File: config.mk
export PLATFORM = sky130hd
export DESIGN_NAME = i2c_tlm_tx
export DESIGN_NICKNAME = d
export VERILOG_FILES = /design/src/rtl/i2c_tlm_pkg.sv /design/src/rtl/i2c_tlm_ram.sv /design/src/rtl/i2c_tlm_tx.sv
export SDC_FILE = /design/constraint.sdc
export NUM_CORES = 2
export LEC_CHECK = 0
export BUFFER_PORTS_ARGS = -buffer_cell sky130_fd_sc_hd__clkbuf_2
export CORE_MARGIN = 2
export CORE_UTILIZATION = 40
export CTS_CLUSTER_DIAMETER = 150
export DETAILED_ROUTE_END_ITERATION = 12
export MAX_ROUTING_LAYER = met4
export SETUP_SLACK_MARGIN = 0.02
export SKIP_LAST_GASP = 1
export SLEW_MARGIN = 30
export SYNTH_ARGS = -nofsm -noshare
export SYNTH_HDL_FRONTEND = slang
export SYNTH_SLANG_ARGS = --single-unit
File: constraint.sdc
create_clock -name clk -period 3.1 [get_ports clk]
set_input_delay 0.31 -clock clk [delete_from_list [all_inputs] [get_ports clk]]
set_output_delay 0.31 -clock clk [all_outputs]
set_load 0.005 [all_outputs]
File: src/rtl/i2c_tlm_pkg.sv
// Shared constants, codes and types for the line-framed I2C target mailbox.
package i2c_tlm_pkg;

    localparam int RX_BUFFERS      = 4;
    localparam int RX_BUFFER_BYTES = 128;
    localparam int TX_MTU          = 256;
    localparam int TX_BUFFERS      = 2;

    localparam int RX_TOTAL  = RX_BUFFERS * RX_BUFFER_BYTES;
    localparam int TX_TOTAL  = TX_MTU * TX_BUFFERS;
    localparam int RX_IDX_W  = (RX_BUFFERS > 1) ? $clog2(RX_BUFFERS) : 1;
    localparam int RX_ADDR_W = $clog2(RX_TOTAL);
    localparam int RX_LEN_W  = $clog2(RX_BUFFER_BYTES + 1);
    localparam int TX_PTR_W  = $clog2(TX_TOTAL);
    localparam int TX_CNT_W  = $clog2(TX_TOTAL + 1);

    localparam logic [2:0] ACT_BUS_WRITE   = 3'd0;
    localparam logic [2:0] ACT_BUS_READ    = 3'd1;
    localparam logic [2:0] ACT_TX_BYTE     = 3'd2;
    localparam logic [2:0] ACT_FREE        = 3'd3;
    localparam logic [2:0] ACT_READ_STORED = 3'd4;

    localparam logic       REG_READ_ADDR = 1'b0;

    localparam logic [7:0] NEWLINE    = 8'h0A;
    localparam logic [7:0] EMPTY_BYTE = 8'hFF;

    typedef struct packed {
        logic [2:0] action;
        logic [7:0] data_byte;
        logic       message_last;
        logic [1:0] buffer_index;
        logic [6:0] byte_offset;
    } item_t;

    typedef struct packed {
        logic       frame_valid;
        logic [1:0] frame_buffer;
        logic [7:0] frame_length;
        logic       dropping;
        logic       rd_mem;
    } rx_res_t;

    typedef struct packed {
        logic read_ok;
        logic rd_mem;
        logic rd_empty;
        logic tx_message_short;
    } tx_res_t;

endpackage

File: src/rtl/i2c_tlm_ram.sv
// Generic simple dual-port RAM with registered read.
module i2c_tlm_ram #(
    parameter int WIDTH = 8,
    parameter int DEPTH = 512
) (
    input  logic                     clk,
    input  logic                     wen,
    input  logic [$clog2(DEPTH)-1:0] waddr,
    input  logic [WIDTH-1:0]         wdata,
    input  logic                     ren,
    input  logic [$clog2(DEPTH)-1:0] raddr,
    output logic [WIDTH-1:0]         rdata
);

    logic [WIDTH-1:0] mem [DEPTH];

    always_ff @(posedge clk)
    begin
        if (wen)
        begin
            mem[waddr] <= wdata;
        end
        if (ren)
        begin
            rdata <= mem[raddr];
        end
    end

endmodule

File: src/rtl/i2c_tlm_tx.sv
// Transmit side: byte ring control and ring store.
module i2c_tlm_tx (
    input  logic               clk,
    input  logic               rst_n,
    input  logic               accept,
    input  i2c_tlm_pkg::item_t item,
    output i2c_tlm_pkg::tx_res_t res,
    output logic [7:0]         rdata
);
    import i2c_tlm_pkg::*;

    logic [TX_PTR_W-1:0] rd_ptr_reg;
    logic [TX_PTR_W-1:0] rd_ptr_next;
    logic [TX_PTR_W-1:0] wr_ptr_reg;
    logic [TX_PTR_W-1:0] wr_ptr_next;
    logic [TX_CNT_W-1:0] cnt_reg;
    logic [TX_CNT_W-1:0] cnt_next;
    logic                drop_reg;
    logic                drop_next;
    logic                wen_c;
    logic                ren_c;

    function automatic logic [TX_PTR_W-1:0] ring_next(input logic [TX_PTR_W-1:0] p);
        return (p == TX_PTR_W'(TX_TOTAL - 1)) ? '0 : p + TX_PTR_W'(1);
    endfunction

    always_comb
    begin
        rd_ptr_next = rd_ptr_reg;
        wr_ptr_next = wr_ptr_reg;
        cnt_next    = cnt_reg;
        drop_next   = drop_reg;
        wen_c       = 1'b0;
        ren_c       = 1'b0;
        res         = '0;

        case (item.action)
            ACT_BUS_READ:
            begin
                if (cnt_reg != '0)
                begin
                    ren_c       = 1'b1;
                    rd_ptr_next = ring_next(rd_ptr_reg);
                    cnt_next    = cnt_reg - TX_CNT_W'(1);
                    res.read_ok = 1'b1;
                    res.rd_mem  = 1'b1;
                end
                else
                begin
                    res.rd_empty = 1'b1;
                end
            end
            ACT_TX_BYTE:
            begin
                if (cnt_reg < TX_CNT_W'(TX_TOTAL))
                begin
                    wen_c       = 1'b1;
                    wr_ptr_next = ring_next(wr_ptr_reg);
                    cnt_next    = cnt_reg + TX_CNT_W'(1);
                end
                else
                begin
                    drop_next = 1'b1;
                end
                if (item.message_last)
                begin
                    res.tx_message_short = drop_next;
                    drop_next            = 1'b0;
                end
            end
            default:
            begin
            end
        endcase
    end

    always_ff @(posedge clk or negedge rst_n)
    begin
        if (!rst_n)
        begin
            rd_ptr_reg <= '0;
            wr_ptr_reg <= '0;
            cnt_reg    <= '0;
            drop_reg   <= 1'b0;
        end
        else if (accept)
        begin
            rd_ptr_reg <= rd_ptr_next;
            wr_ptr_reg <= wr_ptr_next;
            cnt_reg    <= cnt_next;
            drop_reg   <= drop_next;
        end
    end

    i2c_tlm_ram #(
        .WIDTH (8),
        .DEPTH (TX_TOTAL)
    ) u_tx_ring (
        .clk   (clk),
        .wen   (accept && wen_c),
        .waddr (wr_ptr_reg),
        .wdata (item.data_byte),
        .ren   (accept && ren_c),
        .raddr (rd_ptr_reg),
        .rdata (rdata)
    );

endmodule

---- Yosys cells after proc, flatten, opt, wreduce, memory -nomap -nowiden ----
Memories as Yosys holds them, arrays and structs flattened. A register that Yosys moved wholly into a read port is not among the register bits.
Index checks and enable logic that the tools add are counted.
storage, ports and cells
  output and inout bits ................... 12
  input bits .............................. 24
  memories kept ........................... 1
  bits in latches ......................... 0
  RAM bits ................................ 4,096
  memory bits (read-only) ................. 0
  register bits ........................... 29
cells by class
  $mul .................................... 0
  multiplexer cells ....................... 18
  reductions and logical operators ........ 8
  bitwise operators ....................... 0
  equality and inequality tests ........... 6
  shift-type cells ........................ 0
  divide/modulo/power cells ............... 0
  order comparisons ....................... 1
  add/sub/neg operators ................... 4
memories
  memory         depth  bits a word  rd ports  clocked after memory_dff  write ports  RTL line           source
  u_tx_ring.mem  512    8            1         1                         1            i2c_tlm_ram.sv:15  logic [WIDTH-1:0] mem [DEPTH];
operator list
  cell                                                 count
  2-to-1 mux 10 bit                                    2
  one-hot mux 10 bit (2 select lines)                  1
  adder 9 x 1 -> 9 bit (second input constant)         2
  == test 9 bit (second input constant)                2
  2-to-1 mux 9 bit                                     2
  2-to-1 mux 1 bit                                     11
  adder 10 x 1 -> 10 bit (second input constant)       1
  < comparator 10 bit (second input constant)          1
  nonzero test 10 bit                                  1
  subtractor 10 x 1 -> 10 bit (second input constant)  1
  AND reduction 3 bit                                  2
  inequality test 2 bit (second input constant)        2
  AND reduction 4 bit                                  1
  == test 3 x 1 -> 1 bit (second input constant)       1
  == test 3 x 2 -> 1 bit (second input constant)       1
  2-to-1 mux 3 bit                                     1
  logical AND 1 bit                                    2
  2-to-1 mux 2 bit                                     1
  AND reduction 2 bit                                  1
  nonzero test 2 bit                                   1

---- Longest topological paths before layout ----
  depth in word-level cells ............... 6
  gate-level depth with buffers ........... 12
  mapped depth without buffers ............ 10

---- Cells and area by module ----
A second synthesis with hierarchy kept.
unflattened totals
  cell total of the unflattened synthesis .. 8,229
  area, all modules ....................... 161,859.0 um^2
by module, submodules not included
  module       area an instance (um^2)  times used  cells an instance  seq. area each (um^2)
  i2c_tlm_ram  160,007.2                1           8,030              123,238.2
  i2c_tlm_tx   1,851.8                  1           199                725.7

---- Worst setup path after synthesis ----
No wires, ideal clock.
  kind .................................... flip-flop to flip-flop
  start ................................... register rd_ptr_reg[4]
  end ..................................... register rd_ptr_reg[4]
  path buffers ............................ 6
  period minus slack after synthesis ...... 2.579 ns
  setup slack ............................. 0.521 ns
  library setup time ...................... 0.133 ns
  cell stages (with the launch flop) ...... 13
  arrival time ............................ 2.445 ns
  cell sequence ........................... dfrtp_1 buf_2 buf_4 buf_2 clkbuf_1 clkbuf_1 and3_1 and3_1 ha_1 clkbuf_1 nor2_1 o21ai_0 o31ai_1
on the way
  cells in the longest elaborated chain, start to end .. 2
  elaborated cells on any way between the ends .. 3
  classes of those cells .................. add/sub (1); eq/ne (1); mux (1)
ends and longest elaborated chain
  what                                                          RTL line          source
  start: declaration                                            i2c_tlm_tx.sv:12  logic [TX_PTR_W-1:0] rd_ptr_reg;
  start signal: assignment                                      i2c_tlm_tx.sv:88  rd_ptr_reg <= rd_ptr_next;
  adder 9 x 1 -> 9 bit / == test 9 bit (equally long branches)  i2c_tlm_tx.sv:24  return (p == TX_PTR_W'(TX_TOTAL - 1)) ? '0 : p + TX_PTR_W'(1);
  2-to-1 mux 9 bit *                                            i2c_tlm_tx.sv:24
Mark *: on every way between the ends. The rest lies on a longest branch, timed or not.
A chain may end at the register's enable or synchronous reset.

==> results_tabular.tex <==
\begin{tabular}{lr}
\hline
Metric & Value \\
\hline
\multicolumn{2}{l}{\textbf{Outcome}} \\
Violated checks & setup timing \\
Run status & complete, but fails checks \\
\multicolumn{2}{l}{\textbf{Worst setup path}} \\
Worst reg2reg endpoint & u\_tx\_ring.rdata[0]\$\_DFFE\_PP\_ \\
Crit. End Element & flop \\
Worst setup path startpoint & rd\_ptr\_reg[6]\$\_DFFE\_PN0P\_ \\
Number of cells on the worst reg-to-reg path & 9 \\
Arrival time reported for the critical path endpoint & 4220 ps \\
Required @ worst endpoint & approximately 4000 ps \\
Path type of the worst setup path & flop to flop \\
Setup slack, reg-to-reg & -250 ps \\
CP max FO & 22 \\
Beginning of the worst register-to-register path & rd\_ptr\_reg[6]\$\_DFFE\_PN0P\_ \\
Critical Path Start Type & flop \\
\multicolumn{2}{l}{\textbf{Timing}} \\
Relative slew margins & 28.7\% \\
Final setup viols & 8 \\
Largest clock skew in the final design & 115 ps \\
Final count of hold timing violations & 0 \\
Worst slack on hold paths & approximately 130 ps \\
Top achievable clock speed & 298 MHz \\
Worst slew pin tran & 1070 ps \\
Setup repair after global routing missed its margin & yes \\
Worst Setup Slack, final & -254 ps \\
Fin crit share & 108\% \\
Min Clock Period, post-route & about 3400 ps \\
Max-slew violation count & 0 \\
Final sum of negative setup slack & -1540 ps \\
\multicolumn{2}{l}{\textbf{Detailed routing}} \\
WL per Instance & 28.8 µm \\
Via Count & a little over 80,000 \\
Detailed-route DRC error count & 0 \\
Detailed Route WL & 413 mm \\
Drt via density & roughly 5.6 \\
First DRT Iteration DRCs & around 8,900 \\
Antenna Nets Post-Route & 0 \\
Number of detailed-route iterations in the first pass & 6 \\
\multicolumn{2}{l}{\textbf{Clock network}} \\
Clock tree root driver cell & clkbuf\_16 \\
Clock buffer count from CTS & just over 400 \\
Number of H-tree levels & 5 \\
CTS sink cnt & between 4,000 and 5,000 \\
Clock latency of the later-clocked register in the worst-skew pair & $\sim$1000 ps \\
Clock-pin slew on the worst setup and hold paths & 60 ps \\
CTS tree & done \\
Buffer depth of the longest clock path & 4 \\
\multicolumn{2}{l}{\textbf{Flow run}} \\
Max-cap check violation count & 0 \\
\multicolumn{2}{l}{\textbf{Global route}} \\
First-pass GRT wire length & 596 mm \\
Overall track demand over capacity in global routing & 20.7\% \\
Total gr overflow & 0 \\
Number of antenna violations at the first check in global routing & 14 \\
Via count of the first global-routing pass & 83,096 \\
Pin count of the biggest net entering global routing & 141 \\
\multicolumn{2}{l}{\textbf{Synth}} \\
Average cell area after synthesis & 21.3 µm² \\
Number of enable-type register cells in the synthesized netlist & 4,104 \\
Count of cell types in the netlist & 54 \\
Yosys Warn Count & 0 \\
Cells after synthesis & 7,524 \\
Sequential cell area fraction in the yosys report & 77.5\% \\
Most common flop cell mapped by yosys & edfxtp\_1 \\
Flops \& latches, synth & 4,133 \\
Syn nets & 7,565 \\
Fraction of registers with async set or reset after synthesis & 0.702\% \\
Synth Cell Area & 160,000 µm² \\
\multicolumn{2}{l}{\textbf{Placed design}} \\
Count of buffers from port buffering & 26 \\
Placer Congestion & 0.842 \\
Dpl cell area & between 150,000 and 200,000 µm² \\
HPWL after detailed placement & 256 mm \\
\multicolumn{2}{l}{\textbf{Floorplanning}} \\
Die Height & 637 µm \\
Area of the placeable core & between 300,000 and 400,000 µm² \\
Die ar. & 405,000 µm² \\
Horizontal die dimension & 637 µm \\
Total number of placement rows & 232 \\
Top-level I/O count & 36 \\
Starting Density & 40.1\% \\
\multicolumn{2}{l}{\textbf{Pwr}} \\
Final Total Pwr & 141 mW \\
Maximum VDD drop & 0.000523 V \\
Power density over the cells & 738 nW/µm² \\
Leak pwr & 60.2 nW \\
\multicolumn{2}{l}{\textbf{Min path}} \\
Hold/Removal Path Class & input pin to flop \\
Hold Path Stages & 5 \\
Hold EP & wr\_ptr\_reg[0]\$\_DFFE\_PN0P\_ \\
Worst Min Path Start & accept \\
\multicolumn{2}{l}{\textbf{Final layout}} \\
\# nets final & 8,772 \\
Layout Area Growth over Synthesis & 19.6\% \\
Final non-filler cell area & 191,000 µm² \\
Max reg flops & $\sim$4,100 \\
Finished Core Util & 48.0\% \\
Fraction of layout cells with a size suffix above 1 & between 30 and 40\% \\
Most common cell after layout, fill and taps aside & edfxtp\_1 \\
Top library cells by usage in the layout, fill and taps aside & 4,104 x edfxtp\_1, 1,025 x mux4\_2, 980 x buf\_4 \\
\hline
\end{tabular}
cell families after synthesis:
group | Yosys count | synth area share (%)
flip-flops | 4133 | 77.5
AO/OA/AOI/OAI | 559 | 2.06
multiplexers | 1310 | 16.2
AND/OR/NAND/NOR | 1015 | 2.67
adder cells (fa/ha/maj) | 17 | 0.138
buffers and inverters | 481 | 1.39
XOR/XNOR | 9 | 0.0493
repair_timing:
item / 4_1_cts / 5_1_grt
pin swaps: 22 / 9
cloned: 17 / 1
buffers inserted: 42 / 9
hold buffers: 16 / 0
endpoints found under the hold margin: 572 / 0
setup endpoints to repair: 8 / 24
gates resized for setup: 220 / 45
Yosys cell counts (all sizes together), types with 2 or more instances:
cell / instances / area share (%)
nor2b: 11 / 0.043
and3: 17 / 0.066
ha: 16 / 0.13
nand4: 23 / 0.090
o21bai: 3 / 0.014
nor2: 622 / 1.5
o221ai: 26 / 0.14
or2: 4 / 0.016
and3b: 2 / 0.011
o22ai: 98 / 0.38
dfrtp: 29 / 0.45
buf: 233 / 0.81
and4: 15 / 0.082
mux4: 1025 / 14
a21oi: 122 / 0.38
xor2: 3 / 0.016
and2: 6 / 0.023
a221oi: 20 / 0.11
a22oi: 8 / 0.038
nor3b: 8 / 0.041
nand2: 175 / 0.41
xnor2: 6 / 0.033
mux2i: 253 / 1.6
nor4: 4 / 0.016
nand3b: 2 / 0.0094
o31ai: 5 / 0.023
nand2b: 6 / 0.023
edfxtp: 4104 / 77
o22a: 2 / 0.011
nand3: 112 / 0.35
o2bb2ai: 32 / 0.18
a21o: 3 / 0.014
nor3: 5 / 0.016
mux2: 32 / 0.23
clkbuf: 236 / 0.55
o21ai: 224 / 0.70
a31oi: 10 / 0.039
inv: 11 / 0.026
worst max-delay path by stage:
stage | endpoint | depth (start not counted)
3_3_place_gp | u_tx_ring.rdata[6]$_DFFE_PP_ | 10
6_report | u_tx_ring.rdata[0]$_DFFE_PP_ | 9
5_1_grt | u_tx_ring.rdata[5]$_DFFE_PP_ | 13
2_1_floorplan | rd_ptr_reg[4]$_DFFE_PN0P_ | 12
4_1_cts | u_tx_ring.rdata[6]$_DFFE_PP_ | 11
3_5_place_dp | u_tx_ring.rdata[6]$_DFFE_PP_ | 10
metrics by stage:
stage	std cells	setup slack, ps
floorplan	7524	521
global placement	13495	-813
detailed placement	13495	-792
CTS	14331	-204
global route	14347	-302
finish	14349	-254
cell type report:
class / count / area, µm²
repair buffers: 1260 / 12600
clock inverters: 251 / 2600
fillers: 32436 / 207000
inverters: 12 / 46.3
diodes: 8 / 20.0
flip-flops and latches: 4133 / 124000
well taps: 5265 / 6590
multi-input cells: 2910 / 34800
clock buffers: 510 / 10800
metal layers:
| metal | routed length [µm] | global-route usage [%] | vias up |
|---|---|---|---|
| li1 | - | - | 33756 |
| met1 | 168000 | 27.5 | 43329 |
| met2 | 204000 | 33.4 | 3010 |
| met3 | 28000 | 3.02 | 627 |
| met4 | 12900 | 6.17 | 0 |
| met5 | 0 | - | - |
critical path, cell delays in order, from the launching register on:
cell	delay, ps
dfrtp_4	620
or2_4	500
buf_4	400
o22ai_1	150
buf_4	150
o21ai_0	540
nand3_1	300
nand4_1	190
buf_4	180
and3_1	170
power by group:
part | switching [mW] | total (mW) | internal [mW]
clock | 21.3 | 49.4 | 28.0
combinational | 14.9 | 30.1 | 15.1
sequential | 0.175 | 61.7 | 61.6
No activity file was read; power rests on OpenSTA's default activity.
